### src/rtl/blr_pkg.sv
`timescale 1ns / 1ps
`default_nettype none

package blr_pkg;

  // tile geometry
  localparam int TILE_SIDE = 64;
  localparam int COORD_W   = 6;
  localparam logic [COORD_W-1:0] TILE_MAX = COORD_W'(TILE_SIDE - 1);

  // color and error term widths
  localparam int COLOR_W = 8;
  localparam int ERR_W   = 10;

  // command queue between front and back
  localparam int QUEUE_DEPTH = 2;
  localparam int QPTR_W      = $clog2(QUEUE_DEPTH);
  localparam int QCNT_W      = $clog2(QUEUE_DEPTH + 1);

  typedef logic [COORD_W-1:0]      coord_t;
  typedef logic [COLOR_W-1:0]      color_t;
  typedef logic signed [ERR_W-1:0] err_t;

  // one classified line, ready for the pixel walker
  typedef struct packed {
    coord_t x0;
    coord_t y0;
    coord_t count;    // pixels minus one along the major axis
    logic   x_major;  // x steps every pixel
    logic   y_down;   // y moves toward smaller values
    err_t   f0;       // initial decision term
    err_t   inc_le;   // added when the term is not positive
    err_t   inc_gt;   // added when the minor axis steps
    color_t red;
    color_t green;
    color_t blue;
  } cmd_t;

  // saturate a coordinate to the tile
  function automatic coord_t clamp_coord(input coord_t v);
    clamp_coord = (v > TILE_MAX) ? TILE_MAX : v;
  endfunction

endpackage

`default_nettype wire

### src/rtl/blr_front.sv
`timescale 1ns / 1ps
`default_nettype none

module blr_front (
  input  wire logic            line_valid,
  output logic                 line_stall,
  input  wire blr_pkg::coord_t start_x,
  input  wire blr_pkg::coord_t start_y,
  input  wire blr_pkg::coord_t end_x,
  input  wire blr_pkg::coord_t end_y,
  input  wire blr_pkg::color_t red,
  input  wire blr_pkg::color_t green,
  input  wire blr_pkg::color_t blue,
  input  wire logic            q_full,
  output logic                 push,
  output blr_pkg::cmd_t        cmd
);
  import blr_pkg::*;

  coord_t cx1, cy1, cx2, cy2;
  coord_t xa, ya, xb, yb;
  coord_t dx, ady;
  logic   swap, dy_neg, vertical, x_major;
  err_t   dx_e, ady_e;

  // request handshake: accept whenever the queue has room
  assign line_stall = q_full;
  assign push       = line_valid && !q_full;

  // clamp and order endpoints so that x never decreases
  always_comb begin
    cx1  = clamp_coord(start_x);
    cy1  = clamp_coord(start_y);
    cx2  = clamp_coord(end_x);
    cy2  = clamp_coord(end_y);
    swap = cx1 > cx2;
    xa   = swap ? cx2 : cx1;
    ya   = swap ? cy2 : cy1;
    xb   = swap ? cx1 : cx2;
    yb   = swap ? cy1 : cy2;
  end

  // deltas and octant
  always_comb begin
    dx       = xb - xa;
    dy_neg   = yb < ya;
    ady      = dy_neg ? (ya - yb) : (yb - ya);
    vertical = (dx == '0);
    x_major  = (dx >= ady);
    dx_e     = ERR_W'(dx);
    ady_e    = ERR_W'(ady);
  end

  // build the walker command
  always_comb begin
    cmd.x0    = xa;
    cmd.red   = red;
    cmd.green = green;
    cmd.blue  = blue;
    cmd.x_major = x_major;
    if (x_major) begin
      cmd.y0     = ya;
      cmd.y_down = dy_neg;
      cmd.count  = dx;
      cmd.f0     = (ady_e <<< 1) - dx_e;
      cmd.inc_le = ady_e <<< 1;
      cmd.inc_gt = (ady_e <<< 1) - (dx_e <<< 1);
    end else begin
      // a vertical line is always drawn with y increasing
      if (vertical && dy_neg) begin
        cmd.y0     = yb;
        cmd.y_down = 1'b0;
      end else begin
        cmd.y0     = ya;
        cmd.y_down = dy_neg;
      end
      cmd.count  = ady;
      cmd.f0     = (dx_e <<< 1) - ady_e;
      cmd.inc_le = dx_e <<< 1;
      cmd.inc_gt = (dx_e <<< 1) - (ady_e <<< 1);
    end
  end

endmodule

`default_nettype wire

### src/rtl/blr_queue.sv
`timescale 1ns / 1ps
`default_nettype none

module blr_queue (
  input  wire logic          clk,
  input  wire logic          rst,
  input  wire logic          push,
  input  wire blr_pkg::cmd_t push_cmd,
  output logic               full,
  input  wire logic          pop,
  output logic               not_empty,
  output blr_pkg::cmd_t      head
);
  import blr_pkg::*;

  cmd_t              entries [QUEUE_DEPTH];
  logic [QPTR_W-1:0] wr_ptr;
  logic [QPTR_W-1:0] rd_ptr;
  logic [QCNT_W-1:0] count;

  assign full      = (count == QCNT_W'(QUEUE_DEPTH));
  assign not_empty = (count != '0);
  assign head      = entries[rd_ptr];

  // storage
  always_ff @(posedge clk) begin
    if (push) begin
      entries[wr_ptr] <= push_cmd;
    end
  end

  // pointers and fill count
  always_ff @(posedge clk) begin
    if (rst) begin
      wr_ptr <= '0;
      rd_ptr <= '0;
      count  <= '0;
    end else begin
      if (push) begin
        wr_ptr <= (wr_ptr == QPTR_W'(QUEUE_DEPTH - 1)) ? '0 : wr_ptr + 1'b1;
      end
      if (pop) begin
        rd_ptr <= (rd_ptr == QPTR_W'(QUEUE_DEPTH - 1)) ? '0 : rd_ptr + 1'b1;
      end
      if (push && !pop) begin
        count <= count + 1'b1;
      end else if (pop && !push) begin
        count <= count - 1'b1;
      end
    end
  end

endmodule

`default_nettype wire

### src/rtl/blr_back.sv
`timescale 1ns / 1ps
`default_nettype none

module blr_back (
  input  wire logic          clk,
  input  wire logic          rst,
  input  wire logic          q_valid,
  input  wire blr_pkg::cmd_t q_head,
  output logic               pop,
  output logic               pixel_valid,
  input  wire logic          pixel_stall,
  output blr_pkg::coord_t    pixel_x,
  output blr_pkg::coord_t    pixel_y,
  output blr_pkg::color_t    pixel_red,
  output blr_pkg::color_t    pixel_green,
  output blr_pkg::color_t    pixel_blue,
  output logic               last_pixel
);
  import blr_pkg::*;

  typedef enum logic [1:0] {
    ST_IDLE = 2'b01,
    ST_RUN  = 2'b10
  } state_t;

  state_t state, state_next;
  cmd_t   cur;
  coord_t cur_x, cur_y, remain;
  err_t   f;
  logic   slot_free, emit, step_minor, done;
  coord_t cur_x_next, cur_y_next;
  err_t   f_next;

  assign slot_free  = !pixel_valid || !pixel_stall;
  assign pop        = (state == ST_IDLE) && q_valid;
  assign emit       = (state == ST_RUN) && slot_free;
  assign done       = (remain == '0);
  assign step_minor = (f > 0);

  // next position and decision term
  always_comb begin
    cur_x_next = cur_x;
    cur_y_next = cur_y;
    if (cur.x_major) begin
      cur_x_next = cur_x + 1'b1;
      if (step_minor) begin
        cur_y_next = cur.y_down ? cur_y - 1'b1 : cur_y + 1'b1;
      end
    end else begin
      cur_y_next = cur.y_down ? cur_y - 1'b1 : cur_y + 1'b1;
      if (step_minor) begin
        cur_x_next = cur_x + 1'b1;
      end
    end
    f_next = f + (step_minor ? cur.inc_gt : cur.inc_le);
  end

  // sequencer
  always_comb begin
    state_next = state;
    case (state)
      ST_IDLE: begin
        if (q_valid) begin
          state_next = ST_RUN;
        end
      end
      ST_RUN: begin
        if (emit && done) begin
          state_next = ST_IDLE;
        end
      end
      default: state_next = ST_IDLE;
    endcase
  end

  always_ff @(posedge clk) begin
    if (rst) begin
      state <= ST_IDLE;
    end else begin
      state <= state_next;
    end
  end

  // walker registers
  always_ff @(posedge clk) begin
    if (pop) begin
      cur    <= q_head;
      cur_x  <= q_head.x0;
      cur_y  <= q_head.y0;
      remain <= q_head.count;
      f      <= q_head.f0;
    end else if (emit) begin
      cur_x  <= cur_x_next;
      cur_y  <= cur_y_next;
      remain <= remain - 1'b1;
      f      <= f_next;
    end
  end

  // output register
  always_ff @(posedge clk) begin
    if (rst) begin
      pixel_valid <= 1'b0;
    end else if (slot_free) begin
      pixel_valid <= emit;
    end
  end

  always_ff @(posedge clk) begin
    if (emit) begin
      pixel_x     <= cur_x;
      pixel_y     <= cur_y;
      pixel_red   <= cur.red;
      pixel_green <= cur.green;
      pixel_blue  <= cur.blue;
      last_pixel  <= done;
    end
  end

endmodule

`default_nettype wire

### src/rtl/bresenham_line_rasterizer_core.sv
`timescale 1ns / 1ps
`default_nettype none

// channel  | handshake                 | payload
// line     | line_valid / line_stall   | start_x start_y end_x end_y red green blue
// pixel    | pixel_valid / pixel_stall | pixel_x pixel_y pixel_red/green/blue last_pixel
//
// the pixel walker loads a line's command from the queue, then sends one pixel per
// cycle while the output is not stalled.
// the front classifies a line in the cycle it is accepted and holds up to two
// lines in its queue while the walker draws.
// rst is synchronous and active high; it empties the queue and the output.
// pixel_stall freezes the walker; line_stall is high only while the queue is full.

module bresenham_line_rasterizer_core (
  input  wire logic            clk,
  input  wire logic            rst,
  input  wire logic            line_valid,
  output logic                 line_stall,
  input  wire blr_pkg::coord_t start_x,
  input  wire blr_pkg::coord_t start_y,
  input  wire blr_pkg::coord_t end_x,
  input  wire blr_pkg::coord_t end_y,
  input  wire blr_pkg::color_t red,
  input  wire blr_pkg::color_t green,
  input  wire blr_pkg::color_t blue,
  output logic                 pixel_valid,
  input  wire logic            pixel_stall,
  output blr_pkg::coord_t      pixel_x,
  output blr_pkg::coord_t      pixel_y,
  output blr_pkg::color_t      pixel_red,
  output blr_pkg::color_t      pixel_green,
  output blr_pkg::color_t      pixel_blue,
  output logic                 last_pixel
);
  import blr_pkg::*;

  logic push, q_full, q_pop, q_valid;
  cmd_t push_cmd, q_head;

  // classify incoming lines
  blr_front u_front (
    .line_valid (line_valid),
    .line_stall (line_stall),
    .start_x    (start_x),
    .start_y    (start_y),
    .end_x      (end_x),
    .end_y      (end_y),
    .red        (red),
    .green      (green),
    .blue       (blue),
    .q_full     (q_full),
    .push       (push),
    .cmd        (push_cmd)
  );

  // command queue
  blr_queue u_queue (
    .clk       (clk),
    .rst       (rst),
    .push      (push),
    .push_cmd  (push_cmd),
    .full      (q_full),
    .pop       (q_pop),
    .not_empty (q_valid),
    .head      (q_head)
  );

  // pixel walker
  blr_back u_back (
    .clk         (clk),
    .rst         (rst),
    .q_valid     (q_valid),
    .q_head      (q_head),
    .pop         (q_pop),
    .pixel_valid (pixel_valid),
    .pixel_stall (pixel_stall),
    .pixel_x     (pixel_x),
    .pixel_y     (pixel_y),
    .pixel_red   (pixel_red),
    .pixel_green (pixel_green),
    .pixel_blue  (pixel_blue),
    .last_pixel  (last_pixel)
  );

  // walker only loads from a non-empty queue
  a_pop_nonempty: assert property (@(posedge clk) disable iff (rst)
    q_pop |-> q_valid)
    else $error("pop from empty command queue");

  // a taken pixel that is not the last is followed at once by the next one
  a_no_gap: assert property (@(posedge clk) disable iff (rst)
    (pixel_valid && !pixel_stall && !last_pixel) |=> pixel_valid)
    else $error("gap inside a line");

  // consecutive pixels of one line are neighbors along the major axis
  a_adjacent: assert property (@(posedge clk) disable iff (rst)
    (pixel_valid && !pixel_stall && !last_pixel) |=>
      (pixel_x == COORD_W'($past(pixel_x) + 1'b1) ||
       pixel_y == COORD_W'($past(pixel_y) + 1'b1) ||
       pixel_y == COORD_W'($past(pixel_y) - 1'b1)))
    else $error("pixel step is not a unit move");

endmodule

`default_nettype wire
### config.mk
export PLATFORM = sky130hd
export DESIGN_NAME = bresenham_line_rasterizer_core
export DESIGN_NICKNAME = d
export VERILOG_FILES = /design/src/rtl/blr_pkg.sv /design/src/rtl/blr_front.sv /design/src/rtl/blr_queue.sv /design/src/rtl/blr_back.sv /design/src/rtl/bresenham_line_rasterizer_core.sv
export SDC_FILE = /design/constraint.sdc
export NUM_CORES = 1
export LEC_CHECK = 0
export ABC_AREA = 1
export BUFFER_PORTS_ARGS = -buffer_cell sky130_fd_sc_hd__buf_2
export CORE_ASPECT_RATIO = 1.75
export CORE_UTILIZATION = 40
export CTS_BUF_LIST = sky130_fd_sc_hd__clkbuf_16
export DETAILED_ROUTE_END_ITERATION = 10
export PLACE_DENSITY = 0.67
export RECOVER_POWER = 25
export SLEW_MARGIN = 20
export SYNTH_ARGS = -nofsm -noshare
export SYNTH_HDL_FRONTEND = slang
export SYNTH_HIERARCHICAL = 1
export SYNTH_SLANG_ARGS = --single-unit
### constraint.sdc
create_clock -name clk -period 9.4 [get_ports clk]
set_input_delay 2.82 -clock clk [delete_from_list [all_inputs] [get_ports clk]]
set_output_delay 2.82 -clock clk [all_outputs]
set_load 0.005 [all_outputs]
---- Word-level counts from Yosys, hierarchy flattened ----
Memory sizes are Yosys's and may differ from the RTL's. A register that Yosys moved wholly into a read port is not among the register bits.
Cells that the tools add are included.
W data, S select, Z words.
word-level totals
  register bits after elaboration ......... 118
  bits in writable memories ............... 148
  bits of input ports ..................... 52
  output and inout bits ................... 39
  logic and storage cells ................. 113
  memories kept ........................... 1
memories
  name             depth  bits a word  rd ports  clocked after Yosys merged registers in  write ports  RTL line         source
  u_queue.entries  2      74           1         1                                        1            blr_queue.sv:16  cmd_t entries [QUEUE_DEPTH];
cells by class
  add/subtract/negate cells ............... 16
  $lt $le $gt $ge ......................... 8
  equal/unequal tests ..................... 6
  multiplexer cells ....................... 38
  reduce and logical (&&, ||, !) cells .... 22
operators with widths
  cell                   count
  $mux W6                21
  $mux W31               1
  $mux W10               3
  $gt A6 B6 Y1 const B   4
  $sub A6 B6 Y6          3
  $sub A7 B6 Y8          2
  $sub A7 B7 Y8          2
  $add A6 B1 Y6 const B  2
  $logic_not A6 Y1       2
  $mux W12               1
  $sub A6 B1 Y6 const B  2
  $add A10 B10 Y10       1
  $gt A10 B1 Y1 const B  1
  $mux W2                4
  $logic_and A1 B1 Y1    7
  $mux W1                7
  $ge A6 B6 Y1           1
  $gt A6 B6 Y1           1
  $lt A6 B6 Y1           1
  $reduce_and A2 Y1      3
  $reduce_bool A2 Y1     3
  $logic_not A1 Y1       5
  $eq A2 B2 Y1 const B   2
  $pmux W2 S2            1
  9 further kinds        10

---- Depth between registers and ports, before layout ----
Gate-level depths: netlist of run 1.
  depth in word-level cells ............... 9
  mapped depth ............................ 34
  gate-level depth less buffers ........... 33

---- Hierarchy ----
Netlist of run 1, hierarchy kept.
modules (own cells, without submodules)
  module     instances  cells each  area each (um^2)  sequential area each (um^2)
  blr_queue  1          263         5,813.1           4,544.4
  blr_back   1          362         4,832.1           3,393.3
  blr_front  1          537         3,183.1           0.0

---- Worst setup path before layout of run 1 ----
OpenSTA, ideal clock, no wires.
  kind .................................... input to register
  start point ............................. input start_x[2]
  end point ............................... memory u_queue/entries[0][52] (netlist name) (data pin)
  data arrival time ....................... 7.520 ns
  slack ................................... 1.628 ns
  cell stages on the path ................. 29
  path buffers ............................ 7
  cell sequence ........................... clkbuf_1 > ha_1 > inv_1 > nor2_8 > nand4_4 > nand2_4 > buf_12 > clkbuf_1 > o21ai_0 > ha_1 > fa_1 > inv_1 > nand2_1 > nand2_1 > clkbuf_1 > o211ai_1 > o31ai_1 > or2_2 > nand2_1 > ha_1 > clkbuf_1 > nand2_1 > o31a_2 > nand2_2 > nor2_8 > buf_12 > nand3_1 > nand2_1 > buf_4
RTL lines
  element      RTL line                              source
  from (decl)  bresenham_line_rasterizer_core.sv:20  input wire blr_pkg::coord_t start_x,
  to (decl)    blr_queue.sv:16

==> results of run 1 <==
[layer usage]
metal,share of wire,vias to the layer above,global-route usage
li1,-,4049,-
met2,0.57,152,0.3097
met5,0,-,0
met1,0.35,3798,0.1411
met3,0.025,75,0.01408
met4,0.058,0,0.09456
[registers in the layout, indices dropped and copies added, names as in the netlist, named ones only]
signal	flops
u_back/last_pixel	1
u_queue/rd_ptr	1
u_back/cur_y	6
u_back/pixel_x	6
u_back/cur	46
u_back/cur_x	6
u_queue/entries	148
u_back/state	2
u_back/remain	6
u_queue/wr_ptr	1
u_back/f	10
u_back/pixel_green	8
u_back/pixel_y	6
u_back/pixel_blue	8
u_queue/count	2
u_back/pixel_red	8
u_back/pixel_valid	1
[through the flow]
step | instances | area, µm² | hold slack (ns) | power (µW) | worst slack (ns)
detailed placement | 1650 | 14400 | 0.4045 | 4538 | 0.7919
global placement | 1650 | 14400 | 0.4015 | 4469 | 0.9881
global route | 1687 | 14900 | 0.4228 | 5711 | 0.8941
CTS | 1687 | 15070 | 0.4186 | 5430 | 1.313
floorplan | 1166 | 13840 | 0.4003 | 4098 | 1.628
finish | 1687 | 14900 | 0.4189 | 5314 | 1.285
[cell usage after synthesis, types with 4 or more instances]
library cell / count / share of area
xnor2_1: 10 / 0.0063
mux2_4: 66 / 0.072
dfxtp_1: 8 / 0.012
nand4_1: 10 / 0.0045
nand3_2: 9 / 0.0065
nor2_2: 4 / 0.0018
a31oi_1: 5 / 0.0023
inv_2: 9 / 0.0024
nand3b_1: 6 / 0.0033
o21ai_2: 19 / 0.012
edfxtp_1: 259 / 0.56
nand3_1: 61 / 0.022
nor2_1: 47 / 0.013
o21bai_1: 4 / 0.0022
buf_4: 37 / 0.020
mux2_2: 16 / 0.013
buf_2: 7 / 0.0025
ha_1: 48 / 0.043
xor2_1: 23 / 0.015
o21ai_1: 7 / 0.0025
nand2_2: 22 / 0.010
fa_1: 5 / 0.0072
clkbuf_1: 8 / 0.0022
a21oi_1: 22 / 0.0080
or2_2: 7 / 0.0032
inv_1: 111 / 0.030
nand2_4: 10 / 0.0081
buf_6: 11 / 0.0090
o21ai_0: 38 / 0.014
nand2_1: 242 / 0.066
[worst max-delay path: cells and delay by family]
kind                     cells  cell delay, ns
AND/OR/NAND/NOR              9            2.03
adder cells (fa/ha/maj)      4            1.59
AO/OA/AOI/OAI                5            1.09
buffers and inverters        7            0.74
[logic make-up (layout without fill, tap and decap cells)]
group	Yosys count	count (layout)	synth area share
and+or+nand+nor	430	430	0.1494
DFF	267	267	0.5740
adders and majority gates	53	53	0.05067
xor gates and xnor gates	33	33	0.02090
other	1	5	0.0002712
muxes	82	82	0.08469
AOI/OAI and AO/OA	108	108	0.04904
buffers and inverters	188	254	0.07103
[layout make-up]
class,instances,area [µm²],share of cell area
clock buffers,21,525.5,0.03527
clock inverters,16,147.6,0.009909
inverters,122,461.7,0.03099
multi-input cells,711,4777,0.3206
flip-flops and latches,267,7938,0.5328
well taps,455,569.3,0.03821
repair buffers,95,480.5,0.03225
[report_power, final]
part,internal [µW],leakage (µW),switching (µW)
logic,882,0.00324,1450
clock network,490,0.000342,387
registers,1970,0.00248,130
total,3340,0.00606,1970
[worst paths after layout]
check,cells after the start,to
worst max-delay path,25,u_queue/entries[1][31]$_DFFE_PP_
worst min-delay path,0,u_back/pixel_red[1]$_DFFE_PP_
worst max register to register,12,u_queue/count[1]$_SDFFE_PP0P_
worst min register to register,0,u_back/pixel_red[1]$_DFFE_PP_
==> impl_metrics.tcl, run 1 <==
set metrics [dict create \
    drive_gt1_frac 0.2070 \
    rsz0062_at_grt "false" \
    cts.sinks 267 \
    die_width_um 142.6 \
    cts-hold-fix-buffers 0 \
    crit_start "start_x[0]" \
    layout_common_cells "259 x edfxtp_1, 242 x nand2_1, 114 x inv_1, 90 x buf_2, 61 x nand3_1" \
    grt_pass1_vias 8421 \
    ios 91 \
    worstSetupPathType "input pin to flip-flop" \
    synth-edff-count 259 \
    postCtsSetupBuffers 0 \
    numCtsBuffers 21 \
    ys_warn_count 6 \
    min-delay-start "u_back/cur[17]$_DFFE_PP_" \
    drtPass1Iterations 4 \
    die_area_mm2 0.03535 \
    hp-class "flip-flop to flip-flop" \
    finalWirelength_um 25960 \
    antenna_left 0 \
    place.port_buffers 90 \
    clk_pin_slew_ns 0.07 \
    seq_area_frac_synth 0.5740 \
    setup_violations 0 \
    synth-seq-cells 267 \
    min_period_over_period 0.8633 \
    area_growth_pct 7.745 \
    post-route-util 0.4401 \
    cp.required_ns 9.58 \
    maxCapViolations 2 \
    overflow 0 \
    fmax_mhz 123.2 \
    grt_max_degree 96 \
    outcome "finished with violations" \
    drt-wirelength-per-cell_um 15.39 \
    critPathMaxStageDelay_ns 0.55 \
    synth.distinct_cells 54 \
    vias 8074 \
    antenna_found_initial 0 \
    dp_hpwl_um 18840 \
    mostFrequentLayoutCell "edfxtp_1" \
    fp-row-count 89 \
    core_mm2 0.03385 \
    cts_resized 0 \
    slew_violations 158 \
    syn_area_mm2 0.01383 \
    htree_levels 1 \
    ys.flop_type "edfxtp_1" \
    powerDensity_mw_per_mm2 356.6 \
    violations "max-capacitance violations, max-slew violations" \
    worstPathMaxFanout 35 \
    grtUsageTotal 0.1522 \
    post-route-min-period_ns 8.115 \
    antenna_cells 0 \
    fin_nets 1323 \
    worst_slew_pin_slew_ns 4.450 \
    hold_viol 0 \
    clock_path_buffers 3 \
    via_per_inst 4.786 \
    reg2reg_slack_ns 3.85 \
    worstSkewPairLatency_ns 0.51 \
    ys_async_sr_fraction 0 \
    ir_drop_uv 164.9 \
    drc 0 \
    cts_tree "built" \
    drt_iter0_markers 347 \
    cts-root-buf "clkbuf_16" \
    setup_tns_ns 0 \
    routabilityCongestion 0.8348 \
    p_leak_uw 0.006060 \
    arrival_ns 8.29 \
    max-slew-margin-rel -1.967 \
    end_kind "flip-flop" \
    die_h_um 248.0 \
    path_common_cell "inv_1" \
    grt_pass1_wl_um 41540 \
    fill_cells 3182 \
    syn_inst 1162 \
    finClkSkew_ns 0.008789 \
    start_util 0.4085 \
    syn-mean-instance-area_um2 11.90 \
    crit_path_start_kind "input pin" \
    r2r_start "u_queue/count[0]$_SDFFE_PP0P_" \
    crit_slowest_cell "ha_1" \
]
Power figures use the tool's default switching activity.
==> run 2, diff against run 1 <==
Settings changed: RECOVER_POWER 25 to 100.
==> impl_metrics.tcl, run 2 (synthesis gave the netlist of run 1 again) <==
set metrics [dict create \
    core_mm2 0.03385 \
    worstSetupPathType "input pin to flip-flop" \
    min-delay-start "u_back/cur[17]$_DFFE_PP_" \
    fmax_mhz 117.6 \
    post-route-min-period_ns 8.505 \
    powerDensity_mw_per_mm2 355.9 \
    setup_violations 0 \
    postCtsSetupBuffers 0 \
    placed_cell_area_mm2 0.01440 \
    cts_resized 0 \
    place.port_buffers 90 \
    clk_pin_slew_ns 0.07 \
    critPathMaxStageDelay_ns 0.50 \
    antenna_cells 0 \
    maxCapViolations 5 \
    overflow 0 \
    arrival_ns 8.73 \
    finalWirelength_um 26000 \
    ios 91 \
    via_per_inst 4.788 \
    crit_slowest_cell "o21ai_0" \
    p_total_uw 5252 \
    cp.required_ns 9.63 \
    worstSkewPairLatency_ns 0.51 \
    mostFrequentLayoutCell "edfxtp_1" \
    crit_start "end_x[1]" \
    area_growth_pct 6.714 \
    setup_ws_ns 0.8948 \
    dp_hpwl_um 18840 \
    routabilityCongestion 0.8348 \
    htree_levels 1 \
    drt-wirelength-per-cell_um 15.41 \
    power.switching_uw 1933 \
    outcome "finished with violations" \
    vias 8077 \
    largest_register_ff_count 148 \
    post-route-util 0.4359 \
    max-slew-margin-rel -1.951 \
    final_area_mm2 0.01476 \
    hold_viol 0 \
    crit_path_start_kind "input pin" \
    drtPass1Iterations 6 \
    fp-row-count 89 \
    antenna_found_initial 0 \
    combPwrFrac 0.431 \
    violations "max-capacitance violations, max-slew violations" \
    p_seq_frac 0.403 \
    fin_nets 1323 \
    drive_gt1_frac 0.1526 \
    p_int_uw 3319 \
    slew_violations 347 \
    antenna_left 0 \
    grt_pass1_vias 8421 \
    swShare 0.3681 \
    clkPwrFrac 0.167 \
    clock_path_buffers 3 \
    finClkSkew_ns 0.008539 \
    grt_pass1_wl_um 41540 \
    grt_max_degree 96 \
    setup_tns_ns 0 \
    drc 0 \
    dp_slack_ns 0.7919 \
    die_h_um 248.0 \
    fill_cells 3229 \
    die_width_um 142.6 \
    worst_slew_pin_slew_ns 4.426 \
    hp-class "flip-flop to flip-flop" \
    cts_tree "built" \
    drt_iter0_markers 409 \
    r2r_start "u_queue/count[0]$_SDFFE_PP0P_" \
    largestRegisters "u_queue/entries (148), u_back/cur (46), u_back/f (10)" \
    die_area_mm2 0.03535 \
    cts-root-buf "clkbuf_16" \
    worstPathMaxFanout 26 \
    ir_drop_uv 164.2 \
    cts-hold-fix-buffers 0 \
    start_util 0.4085 \
    min_period_over_period 0.9048 \
    p_leak_uw 0.005895 \
    numCtsBuffers 21 \
    grtUsageTotal 0.1522 \
    layout_common_cells "259 x edfxtp_1, 246 x nand2_1, 114 x inv_1, 61 x nand3_1, 55 x o21ai_0" \
    rsz0062_at_grt "false" \
    top_register "u_queue/entries" \
    cts.sinks 267 \
    end_kind "flip-flop" \
]
-- run 2: cell types whose count changed in the layout (fill, tap and decap cells not counted), sizes merged --
cell / previous run / this run
clkbuf: 23 / 68
clkinv: 7 / 8
buf: 93 / 48
clkinvlp: 2 / 3
inv: 126 / 124
-- run 2: per-stage QoR --
stage / std cells / hold slack [ns]
CTS: 1687 / 0.4186
global placement: 1650 / 0.4015
detailed placement: 1650 / 0.4045
floorplan: 1166 / 0.4003
global route: 1687 / 0.4228
finish: 1687 / 0.4190
-- run 2: worst paths after layout --
| path | to | slack [ns] | depth (start not counted) |
|---|---|---|---|
| setup reg to reg | u_queue/count[1]$_SDFFE_PP0P_ | 3.89 | 12 |
| hold reg to reg | u_back/pixel_red[1]$_DFFE_PP_ | 0.42 | 0 |
| hold / removal | u_back/pixel_red[1]$_DFFE_PP_ | 0.42 | 0 |
| setup / recovery | u_queue/entries[1][67]$_DFFE_PP_ | 0.89 | 29 |
-- run 2: metal layers --
| layer | part of all wire | vias to the layer above | global-route usage | routed length [µm] |
|---|---|---|---|---|
| met1 | 0.35 | 3799 | 0.1411 | 9084 |
| met2 | 0.57 | 150 | 0.3097 | 14810 |
| li1 | - | 4052 | - | - |
| met5 | 0 | - | 0 | 0 |
| met3 | 0.024 | 76 | 0.01408 | 616 |
| met4 | 0.057 | 0 | 0.09456 | 1483 |
-- run 2: worst max-delay path, delay by kind of cell --
family                   cells  cell delay [ns]
AO/OA/AOI/OAI                6             1.31
adder cells (fa/ha/maj)      4             1.41
buffers and inverters        8             1.12
AND/OR/NAND/NOR             11             2.06
-- run 2: final cells by class --
class	instances	area (µm²)	share of cell area
Multi-Input combinational cell	711	4700	0.3185
Clock inverter	16	147.6	0.01001
Clock buffer	21	525.5	0.03561
Timing Repair Buffer	95	416.7	0.02823
Inverter	122	460.4	0.03120
Tap cell	455	569.3	0.03858
Sequential cell	267	7938	0.5379
-- run 2: power by group through the flow --
| stage | clock network, µW | registers [µW] | logic (µW) |
|---|---|---|---|
| floorplan | 0 | 2070 | 2030 |
| global placement | 0 | 2110 | 2360 |
| detailed placement | 0 | 2130 | 2410 |
| CTS | 902 | 2100 | 2430 |
| global route | 937 | 2160 | 2550 |
| finish | 876 | 2110 | 2260 |
